==> config.mk <==
export PLATFORM = sky130hd
export DESIGN_NAME = pink_noise_dice_sum_core
export DESIGN_NICKNAME = d
export VERILOG_FILES = /design/src/rtl/core/pnds_pkg.sv /design/src/rtl/core/pink_noise_dice_sum_core.sv /design/src/rtl/core/pnds_dice_bank.sv /design/src/rtl/core/pnds_quant_out.sv
export SDC_FILE = /design/constraint.sdc
export NUM_CORES = 1
export LEC_CHECK = 0
export BUFFER_PORTS_ARGS = -buffer_cell sky130_fd_sc_hd__buf_2
export CAP_MARGIN = 20
export CORE_MARGIN = 4
export CORE_UTILIZATION = 50
export CTS_BUF_LIST = sky130_fd_sc_hd__clkbuf_16
export CTS_CLUSTER_SIZE = 10
export DETAILED_ROUTE_END_ITERATION = 6
export PLACE_DENSITY = 0.68
export SETUP_SLACK_MARGIN = 0.05
export SYNTH_ARGS = -nofsm -noshare
export SYNTH_HDL_FRONTEND = slang
export SYNTH_SLANG_ARGS = --single-unit
==> constraint.sdc <==
create_clock -name clk -period 5.1 [get_ports clk]
set_clock_uncertainty 0.05 [all_clocks]
set_input_delay 1.02 -clock clk [delete_from_list [all_inputs] [get_ports clk]]
set_output_delay 1.02 -clock clk [all_outputs]
set_load 0.01 [all_outputs]
==> src/rtl/core/pnds_pkg.sv <==
// Shared types and constants for the pink noise dice-sum core.
`default_nettype none

package pnds_pkg;

    // Width of one raw random word and of the output sample
    localparam int WORD_W = 32;
    // Raw words are used shifted right by this many bits
    localparam int RAND_SHIFT = 4;
    // Width of one die value
    localparam int DIE_W = WORD_W - RAND_SHIFT;
    // Width of the quantize control register
    localparam int QBITS_W = 5;

    typedef logic [DIE_W-1:0]   die_t;
    typedef logic [WORD_W-1:0]  word_t;
    typedef logic [QBITS_W-1:0] qbits_t;

    // Payload handed from the dice bank to the output stage
    typedef struct packed {
        word_t total;
        die_t  white;
    } mid_t;

endpackage

`default_nettype wire

==> src/rtl/core/pink_noise_dice_sum_core.sv <==
// Top level of the Voss-McCartney pink noise dice-sum core.
//
//  Port group      Dir  Handshake                      Contents
//  s_axis_*        in   tvalid/tready                  two raw random words
//  m_axis_*        out  tvalid/tready                  pink noise sample
//  cfg_wr_*        in   write enable, no wait          quantize_bits
//
// One transaction per clock is sustained while m_axis_tready stays high; the die swap
// and total update sit between the input and mid registers, followed by the sum/quantize stage.
// A sample passes through the input, mid and output registers in that order.
// Reset clears all dice, the running total, the step counter and quantize_bits.
// Stalls on m_axis back up through the stage registers to s_axis_tready.
`default_nettype none

module pink_noise_dice_sum_core #(
    parameter int NUM_DICE = 15
) (
    input  wire logic        clk,
    input  wire logic        rst_n,
    input  wire logic        s_axis_tvalid,
    output logic             s_axis_tready,
    input  wire logic [63:0] s_axis_tdata,   // [31:0] rand_first, [63:32] rand_second
    output logic             m_axis_tvalid,
    input  wire logic        m_axis_tready,
    output logic [31:0]      m_axis_tdata,   // [31:0] noise_sample
    input  wire logic        cfg_wr_en,
    input  wire logic [4:0]  cfg_wr_data     // [4:0] quantize_bits
);
    import pnds_pkg::*;

    qbits_t qbits_reg;
    logic   in_valid_reg;
    die_t   first_reg;
    die_t   second_reg;
    logic   bank_ready;
    logic   mid_valid;
    logic   mid_ready;
    mid_t   mid;
    word_t  out_data;

    // Write the quantize register
    always_ff @(posedge clk or negedge rst_n)
    begin
        if (!rst_n)
        begin
            qbits_reg <= '0;
        end
        else if (cfg_wr_en)
        begin
            qbits_reg <= cfg_wr_data;
        end
    end

    assign s_axis_tready = !in_valid_reg || bank_ready;

    // Hold the input valid flag
    always_ff @(posedge clk or negedge rst_n)
    begin
        if (!rst_n)
        begin
            in_valid_reg <= 1'b0;
        end
        else if (s_axis_tready)
        begin
            in_valid_reg <= s_axis_tvalid;
        end
    end

    // Capture both words, dropping their low bits
    always_ff @(posedge clk)
    begin
        if (s_axis_tvalid && s_axis_tready)
        begin
            first_reg  <= s_axis_tdata[WORD_W-1:RAND_SHIFT];
            second_reg <= s_axis_tdata[2*WORD_W-1:WORD_W+RAND_SHIFT];
        end
    end

    pnds_dice_bank #(
        .NUM_DICE (NUM_DICE)
    ) u_bank (
        .clk       (clk),
        .rst_n     (rst_n),
        .in_valid  (in_valid_reg),
        .in_ready  (bank_ready),
        .first     (first_reg),
        .second    (second_reg),
        .mid_valid (mid_valid),
        .mid_ready (mid_ready),
        .mid       (mid)
    );

    pnds_quant_out u_quant (
        .clk       (clk),
        .rst_n     (rst_n),
        .mid_valid (mid_valid),
        .mid_ready (mid_ready),
        .mid       (mid),
        .qbits     (qbits_reg),
        .out_valid (m_axis_tvalid),
        .out_ready (m_axis_tready),
        .out_data  (out_data)
    );

    assign m_axis_tdata = out_data;

endmodule

`default_nettype wire

==> src/rtl/core/pnds_dice_bank.sv <==
// Dice store, running total and step counter; at most one die update per transaction.
`default_nettype none

module pnds_dice_bank #(
    parameter int NUM_DICE = 15
) (
    input  wire logic          clk,
    input  wire logic          rst_n,
    input  wire logic          in_valid,
    output logic               in_ready,
    input  wire pnds_pkg::die_t first,
    input  wire pnds_pkg::die_t second,
    output logic               mid_valid,
    input  wire logic          mid_ready,
    output pnds_pkg::mid_t     mid
);
    import pnds_pkg::*;

    localparam int IDX_W = (NUM_DICE > 1) ? $clog2(NUM_DICE) : 1;

    die_t                 dice_reg [NUM_DICE];
    word_t                total_reg;
    word_t                total_next;
    logic [NUM_DICE-1:0]  count_reg;
    logic                 mid_valid_reg;
    mid_t                 mid_reg;
    mid_t                 mid_next;
    logic [IDX_W-1:0]     idx;
    logic                 count_nz;
    logic                 accept;

    // Accept when the mid register is empty or drains this cycle
    assign in_ready  = !mid_valid_reg || mid_ready;
    assign accept    = in_valid && in_ready;
    assign mid_valid = mid_valid_reg;
    assign mid       = mid_reg;

    // Find the lowest set bit of the step counter
    always_comb
    begin
        idx = '0;
        for (int i = NUM_DICE - 1; i >= 0; i--)
        begin
            if (count_reg[i])
            begin
                idx = IDX_W'(i);
            end
        end
    end

    assign count_nz = |count_reg;

    // Swap the chosen die into the total; pick the white term
    always_comb
    begin
        if (count_nz)
        begin
            total_next     = total_reg - WORD_W'(dice_reg[idx]) + WORD_W'(first);
            mid_next.white = second;
        end
        else
        begin
            total_next     = total_reg;
            mid_next.white = first;
        end
        mid_next.total = total_next;
    end

    // Update state on each transaction
    always_ff @(posedge clk or negedge rst_n)
    begin
        if (!rst_n)
        begin
            for (int i = 0; i < NUM_DICE; i++)
            begin
                dice_reg[i] <= '0;
            end
            total_reg <= '0;
            count_reg <= '0;
        end
        else if (accept)
        begin
            if (count_nz)
            begin
                dice_reg[idx] <= first;
            end
            total_reg <= total_next;
            count_reg <= count_reg + NUM_DICE'(1);
        end
    end

    // Hold the valid flag for the mid register
    always_ff @(posedge clk or negedge rst_n)
    begin
        if (!rst_n)
        begin
            mid_valid_reg <= 1'b0;
        end
        else if (in_ready)
        begin
            mid_valid_reg <= in_valid;
        end
    end

    // Capture the snapshot of total and white
    always_ff @(posedge clk)
    begin
        if (accept)
        begin
            mid_reg <= mid_next;
        end
    end

    // Counter advances by one on every transaction
    a_count_step: assert property (@(posedge clk) disable iff (!rst_n)
        accept |=> count_reg == $past(count_reg) + NUM_DICE'(1))
        else $error("step counter did not advance");

    // Total only moves on a transaction
    a_total_hold: assert property (@(posedge clk) disable iff (!rst_n)
        !accept |=> $stable(total_reg))
        else $error("running total changed without a transaction");

    // Snapshot matches the new total
    a_mid_total: assert property (@(posedge clk) disable iff (!rst_n)
        accept |=> mid_valid_reg && mid_reg.total == total_reg)
        else $error("mid snapshot out of step with total");

    // Total left alone when the counter is zero
    a_zero_hold: assert property (@(posedge clk) disable iff (!rst_n)
        accept && !count_nz |=> $stable(total_reg))
        else $error("total changed on a zero count");

endmodule

`default_nettype wire

==> src/rtl/core/pnds_quant_out.sv <==
// Final sum, optional quantization and output register.
`default_nettype none

module pnds_quant_out (
    input  wire logic             clk,
    input  wire logic             rst_n,
    input  wire logic             mid_valid,
    output logic                  mid_ready,
    input  wire pnds_pkg::mid_t   mid,
    input  wire pnds_pkg::qbits_t qbits,
    output logic                  out_valid,
    input  wire logic             out_ready,
    output pnds_pkg::word_t       out_data
);
    import pnds_pkg::*;

    logic  out_valid_reg;
    word_t out_data_reg;
    word_t out_data_next;
    word_t sum;
    word_t mask;

    assign mid_ready = !out_valid_reg || out_ready;
    assign out_valid = out_valid_reg;
    assign out_data  = out_data_reg;

    // Add white term, clear low bits and add back half the cleared range
    always_comb
    begin
        sum           = mid.total + WORD_W'(mid.white);
        mask          = {WORD_W{1'b1}} << qbits;
        out_data_next = (sum & mask) + ((~mask) >> 1);
    end

    // Hold the output valid flag
    always_ff @(posedge clk or negedge rst_n)
    begin
        if (!rst_n)
        begin
            out_valid_reg <= 1'b0;
        end
        else if (mid_ready)
        begin
            out_valid_reg <= mid_valid;
        end
    end

    // Capture the sample
    always_ff @(posedge clk)
    begin
        if (mid_valid && mid_ready)
        begin
            out_data_reg <= out_data_next;
        end
    end

endmodule

`default_nettype wire

==> impl_metrics.ini, run 1 <==
[global_route]
overflow = 0
antenna_found_initial = 2
first_global_vias = 23500
grt_pass1_wl_mm = 130
grt_max_degree = 119
track_usage_pct = 24.6

[floorplanning]
coreArea_um2 = 61900
die_h_um = 258
rows = 91
io_pins = 108
initial_core_util_pct = 50.6
fp.dieW_um = 258
die-area_um2 = 66800

[sta]
fin_ws_ns = -0.334
slew_headroom_pct = 25.7
finalSetupViolations = 21
drv_slew = 0
period_needed_ns = 5.43
grt_setup_unrepaired = true
worst_slew_pin_slew_ns = 1.11
period_share_pct = 107
hold_viol = 0
fmax_mhz = 184

[clock_tree]
cts_root_buf = clkbuf_16
numCtsBuffers = 74
clk_latency_ns = 0.61
path_clk_slew_ns = 0.06
cts_buffer_depth = 3
cts.sink_count = 623
hold_buffers = 0
cts_tree = built
htreeDepth = 3

[critical_path]
cp.required_ns = 5.35
critPathKind = flip-flop to flip-flop
critPathMaxFanout = 5
cp-end-kind = flip-flop
cp-start-kind = flip-flop
cp.arrival_ns = 5.69

[layout]
nNetsFinal = 3206
largest_register_ffs = 420
postLayoutCoreUtil_pct = 60.7
final_common_cell = dfrtp_1
syn_to_final_growth_pct = 19.8
final_cell_mix = dfrtp_1 (474), mux2_2 (426), nand2_1 (301)
drive_gt1_share_pct = 34.0
diodes = 0

[synth]
yosysSeqAreaShare_pct = 52.1
synth_area_per_cell_um2 = 11.6
syn_area_um2 = 31400
syn-num-nets = 2890
synthArstFlopShare_pct = 76.2
yosysUniqueCellTypes = 82
yosys_register_bits = 623
yosysWarningCount = 0
synth_cells = 2695
synth_edf_count = 148
ys_dominant_reg_cell = dfrtp_1

[route]
wire_per_inst_um = 21.5
route.met3.wl_mm = 4.87
met1_length_mm = 35.1
vias = 22800
drt_iter0_markers = 1954
drt_wl_total_mm = 83.6
wl_met2_mm = 41.4
top_layer = met5
ant_nets = 0
drc_errors = 0
via_per_inst = 5.87
dr.pass1.iters = 6

[worst_hold_path]
hold_class = input port to async pin

[power]
p_total_w = 0.0298
p_per_area_nw_per_um2 = 793
p_leak_nw = 17.3
ir_worst_vdd_v = 0.000568

[placed_design]
hpwl_mm = 57.2
globalplace.congestion = 0.933
pre_cts_slack_ns = -0.672
port_buffers = 99

[outcome]
status = finished with violations
failed_checks = negative setup slack

[flow_run]
cap_violations = 0
[through the flow]
stage                     instance area (um^2)  cells  hold slack, ns  TNS, ns
after detailed placement                 34400   3732           0.417   -10.25
after global routing                     37600   3884           0.459    -8.13
after CTS                                37100   3864           0.433    -1.98
after floorplan                          31400   2695           0.398        0
final                                    37600   3884           0.422    -3.77
after global placement                   34400   3731           0.407    -8.42
[timing repair]
item | in CTS | in global routing
setup endpoints to repair | 38 | 53
cloned | 1 | 1
pin swaps | 61 | 48
setup buffers | 19 | 17
gates resized for setup | 107 | 63
[power by group]
part           switching, W  leakage (nW)  internal, W
logic               0.00902          8.44      0.00857
registers          0.000717          7.75      0.00685
clock network       0.00200          1.12      0.00264
[kinds of logic after synthesis]
| family | synth area share (%) |
|---|---|
| adder cells (fa/ha/maj) | 5.55 |
| AND/OR/NAND/NOR | 9.76 |
| AO/OA/AOI/OAI | 10.5 |
| flip-flops | 52.1 |
| multiplexers | 17.1 |
| XOR/XNOR | 2.37 |
| buffers and inverters | 2.72 |
[worst paths after layout]
path / startpoint / endpoint / slack [ns] / cells past startpoint
setup / recovery: u_bank.count_reg[10] / u_bank.mid[56] / -0.33 / 23
hold / removal: rst_n / u_bank.dice_reg[191] / 0.42 / 1
setup reg to reg: u_bank.count_reg[10] / u_bank.mid[56] / -0.33 / 23
hold reg to reg: in_valid_reg / u_bank.mid_valid / 0.44 / 1
max in group asynchronous: rst_n / u_bank.dice_reg[283] / 3.38 / 2
min in group clk: in_valid_reg / u_bank.mid_valid / 0.44 / 1
[cells in the mapped netlist, types with 37 or more instances]
cell | n | area share [%]
clkbuf_1 | 92 | 1.1
nor2_1 | 150 | 1.8
inv_1 | 49 | 0.59
mux2_2 | 426 | 15
dfrtp_1 | 475 | 38
a21oi_1 | 97 | 1.5
nand2_1 | 304 | 3.6
ha_1 | 91 | 3.6
nand3_1 | 37 | 0.59
o21ai_0 | 155 | 2.5
mux2i_1 | 55 | 1.8
xnor2_1 | 54 | 1.5
edfxtp_1 | 148 | 14
buf_2 | 44 | 0.70
nor3_1 | 50 | 0.80
[routing by layer]
metal	vias to the layer above	global-route usage, %
met2	734	41.9
met4	2	8.34
met3	149	3.88
met5	-	0
li1	10400	-
met1	11500	32.2
[cell type report]
class	count	area [um^2]
fill	4873	24400
clock inverter	37	203
multi-input combinational	1873	14900
timing repair buffer	389	3050
clock buffer	75	1880
inverter	50	190
sequential	623	16300
tap	837	1050
[worst max-delay path: stages, from the launching register on]
cell,delay [ns]
dfrtp_2,0.44
a211oi_2,0.23
o31ai_2,0.09
a21boi_2,0.26
o211ai_1,0.21
a21oi_2,0.20
buf_6,0.16
buf_6,0.12
buf_8,0.12
a21oi_1,0.07
o21ai_1,0.16
nand4_1,0.31
fa_1,0.64
ha_4,0.23
buf_4,0.14
a41oi_1,0.18
o21a_1,0.23
a21boi_4,0.10
o2111ai_2,0.25
a21oi_2,0.09
buf_6,0.15
a2111oi_4,0.44
o21a_1,0.20
a211oi_1,0.05
(Power assumes the default switching activity.)
==> run 2: changes to the inputs <==
ABC_AREA = 1   (was default)
CORE_MARGIN = 2   (was 4)
==> impl_metrics.ini, run 2 <==
[placed_design]
hpwl_mm = 64.2
placed_cell_area_um2 = 36300
globalplace.congestion = 0.945
port_buffers = 99

[layout]
n_fill_cell = 6020
diodes = 0
final_cell_mix = nand2_1 (1,075), dfrtp_1 (475), inv_1 (441)
nNetsFinal = 4465
syn_to_final_growth_pct = 14.5
drive_gt1_share_pct = 11.2
final_common_cell = nand2_1
fin_area_um2 = 38900
largest_register_ffs = 420

[floorplanning]
initial_core_util_pct = 50.5
die_h_um = 265
coreArea_um2 = 67200
io_pins = 108
die-area_um2 = 70000
fp.dieW_um = 265
rows = 95

[route]
vias = 29000
wire_per_inst_um = 19.0
via_per_inst = 5.61
drt_iter0_markers = 2835
drc_errors = 0
dr.pass1.iters = 6
drt_wl_total_mm = 98.4
ant_nets = 0

[global_route]
grt_max_degree = 108
antenna_found_initial = 1
grt_pass1_wl_mm = 153
first_global_vias = 27700
track_usage_pct = 27.6
overflow = 0

[synth]
syn_area_um2 = 33900
ys_dominant_reg_cell = dfrtp_1
yosysUniqueCellTypes = 55
synth_cells = 4141
synth.most_common_cell = nand2_1
syn-num-nets = 4336
yosysWarningCount = 0
yosysSeqAreaShare_pct = 48.1
yosys_register_bits = 623
synth_area_per_cell_um2 = 8.20
yosys-top-cells-area = dfrtp_1 (35%), edfxtp_1 (13%), nand2_1 (12%), o21ai_0 (6.2%), inv_1 (4.7%)
synth_edf_count = 148
synth_top_area_share_pct = 35.0
synthTopCellsByCount = nand2_1 (1,099), dfrtp_1 (475), inv_1 (421)
synth_top_cell_by_area = dfrtp_1
synthArstFlopShare_pct = 76.2

[critical_path]
cp-start-kind = flip-flop
crit_top_cell = nand2_1
cp.required_ns = 5.36
slowest_stage = fa_1
cp.arrival_ns = 5.10
cp-end-kind = flip-flop
critPathMaxStageDelay_ns = 0.42
critPathMaxFanout = 26
critPathKind = flip-flop to flip-flop

[clock_tree]
clk_latency_ns = 0.64
cts_root_buf = clkbuf_16
cts_tree = built
cts_buffer_depth = 3
hold_buffers = 0
htreeDepth = 3
numCtsBuffers = 74
path_clk_slew_ns = 0.05
cts.sink_count = 623

[sta]
hold_viol = 0
fmax_mhz = 207
grt_setup_unrepaired = true
drv_slew = 0
slew_headroom_pct = 35.1
finalSetupViolations = 0
period_share_pct = 94.7
whs_ns = 0.403
worst_slew_pin_slew_ns = 0.972
period_needed_ns = 4.83

[outcome]
status = finished, final reports clean

[flow_run]
cap_violations = 0

[worst_hold_path]
hold_class = input port to async pin
-- run 2: repair_timing --
action / in CTS / in global routing
cloned: 0 / 7
endpoints found under the setup margin: 3 / 31
pin swaps: 0 / 3
gates resized for setup: 3 / 70
buffers inserted: 0 / 7
-- run 2: cell families (layout without fill, tap and decap cells) --
kind of cell	after synthesis	count (layout)	share of synthesized area, %
buffers and inverters	685	848	8.39
muxes	2	2	0.0663
and+or+nand+nor	1904	1905	25.1
DFF	623	623	48.1
xor gates and xnor gates	71	71	1.83
AOI/OAI and AO/OA	735	735	11.4
adders and majority gates	121	121	5.12
-- run 2: worst paths after layout --
kind | start | end | slack, ns | cells after the start
max | u_bank.count_reg[13] | u_bank.mid[55] | 0.27 | 30
min | rst_n | u_bank.dice_reg[374] | 0.40 | 1
max reg2reg | u_bank.count_reg[13] | u_bank.mid[55] | 0.27 | 30
min reg2reg | u_bank.dice_reg[346] | u_bank.dice_reg[346] | 0.43 | 2
max in group asynchronous | rst_n | u_bank.total_reg[31] | 3.48 | 2
min in group clk | u_bank.dice_reg[346] | u_bank.dice_reg[346] | 0.43 | 2
-- run 2: cell type report --
class                      instances  area (um^2)  area share (%)
timing repair buffer             306         2700            6.93
inverter                         431         1630            4.19
clock buffer                      77         1930            4.96
clock inverter                    34          176           0.454
tap                              873         1090            2.81
multi-input combinational       2834        15000            38.6
sequential                       623        16300            42.0
-- run 2: metal layers --
| metal | track usage, % | part of all wire (%) |
|---|---|---|
| met1 | 35.8 | 42 |
| met2 | 47.2 | 49 |
| met3 | 3.65 | 5.7 |
| met4 | 10.9 | 3.4 |
| met5 | 0 | 0.014 |
-- run 2: critical path: cells and delay by family (launching register included) --
family          cells  cell delay, ns
buf+inv             8            1.09
fa+ha+maj           2            0.67
compound gates      6            0.95
simple gates       14            1.36
flops               1            0.39
-- run 2: metrics by stage --
stage                     std cells  utilization [%]  setup TNS [ns]  setup WS [ns]
after floorplan                4141                -               0          0.538
after global placement         5053             54.0               0         0.0570
after detailed placement       5053             54.0               0         0.0461
after CTS                      5164             57.2               0         0.0701
after global routing           5178             57.9         -0.0113        -0.0113
final                          5178             57.9               0          0.268
Power of run 2 is not shown: default switching activity piles up to over one toggle a cycle in this logic, so the estimate is an artifact.
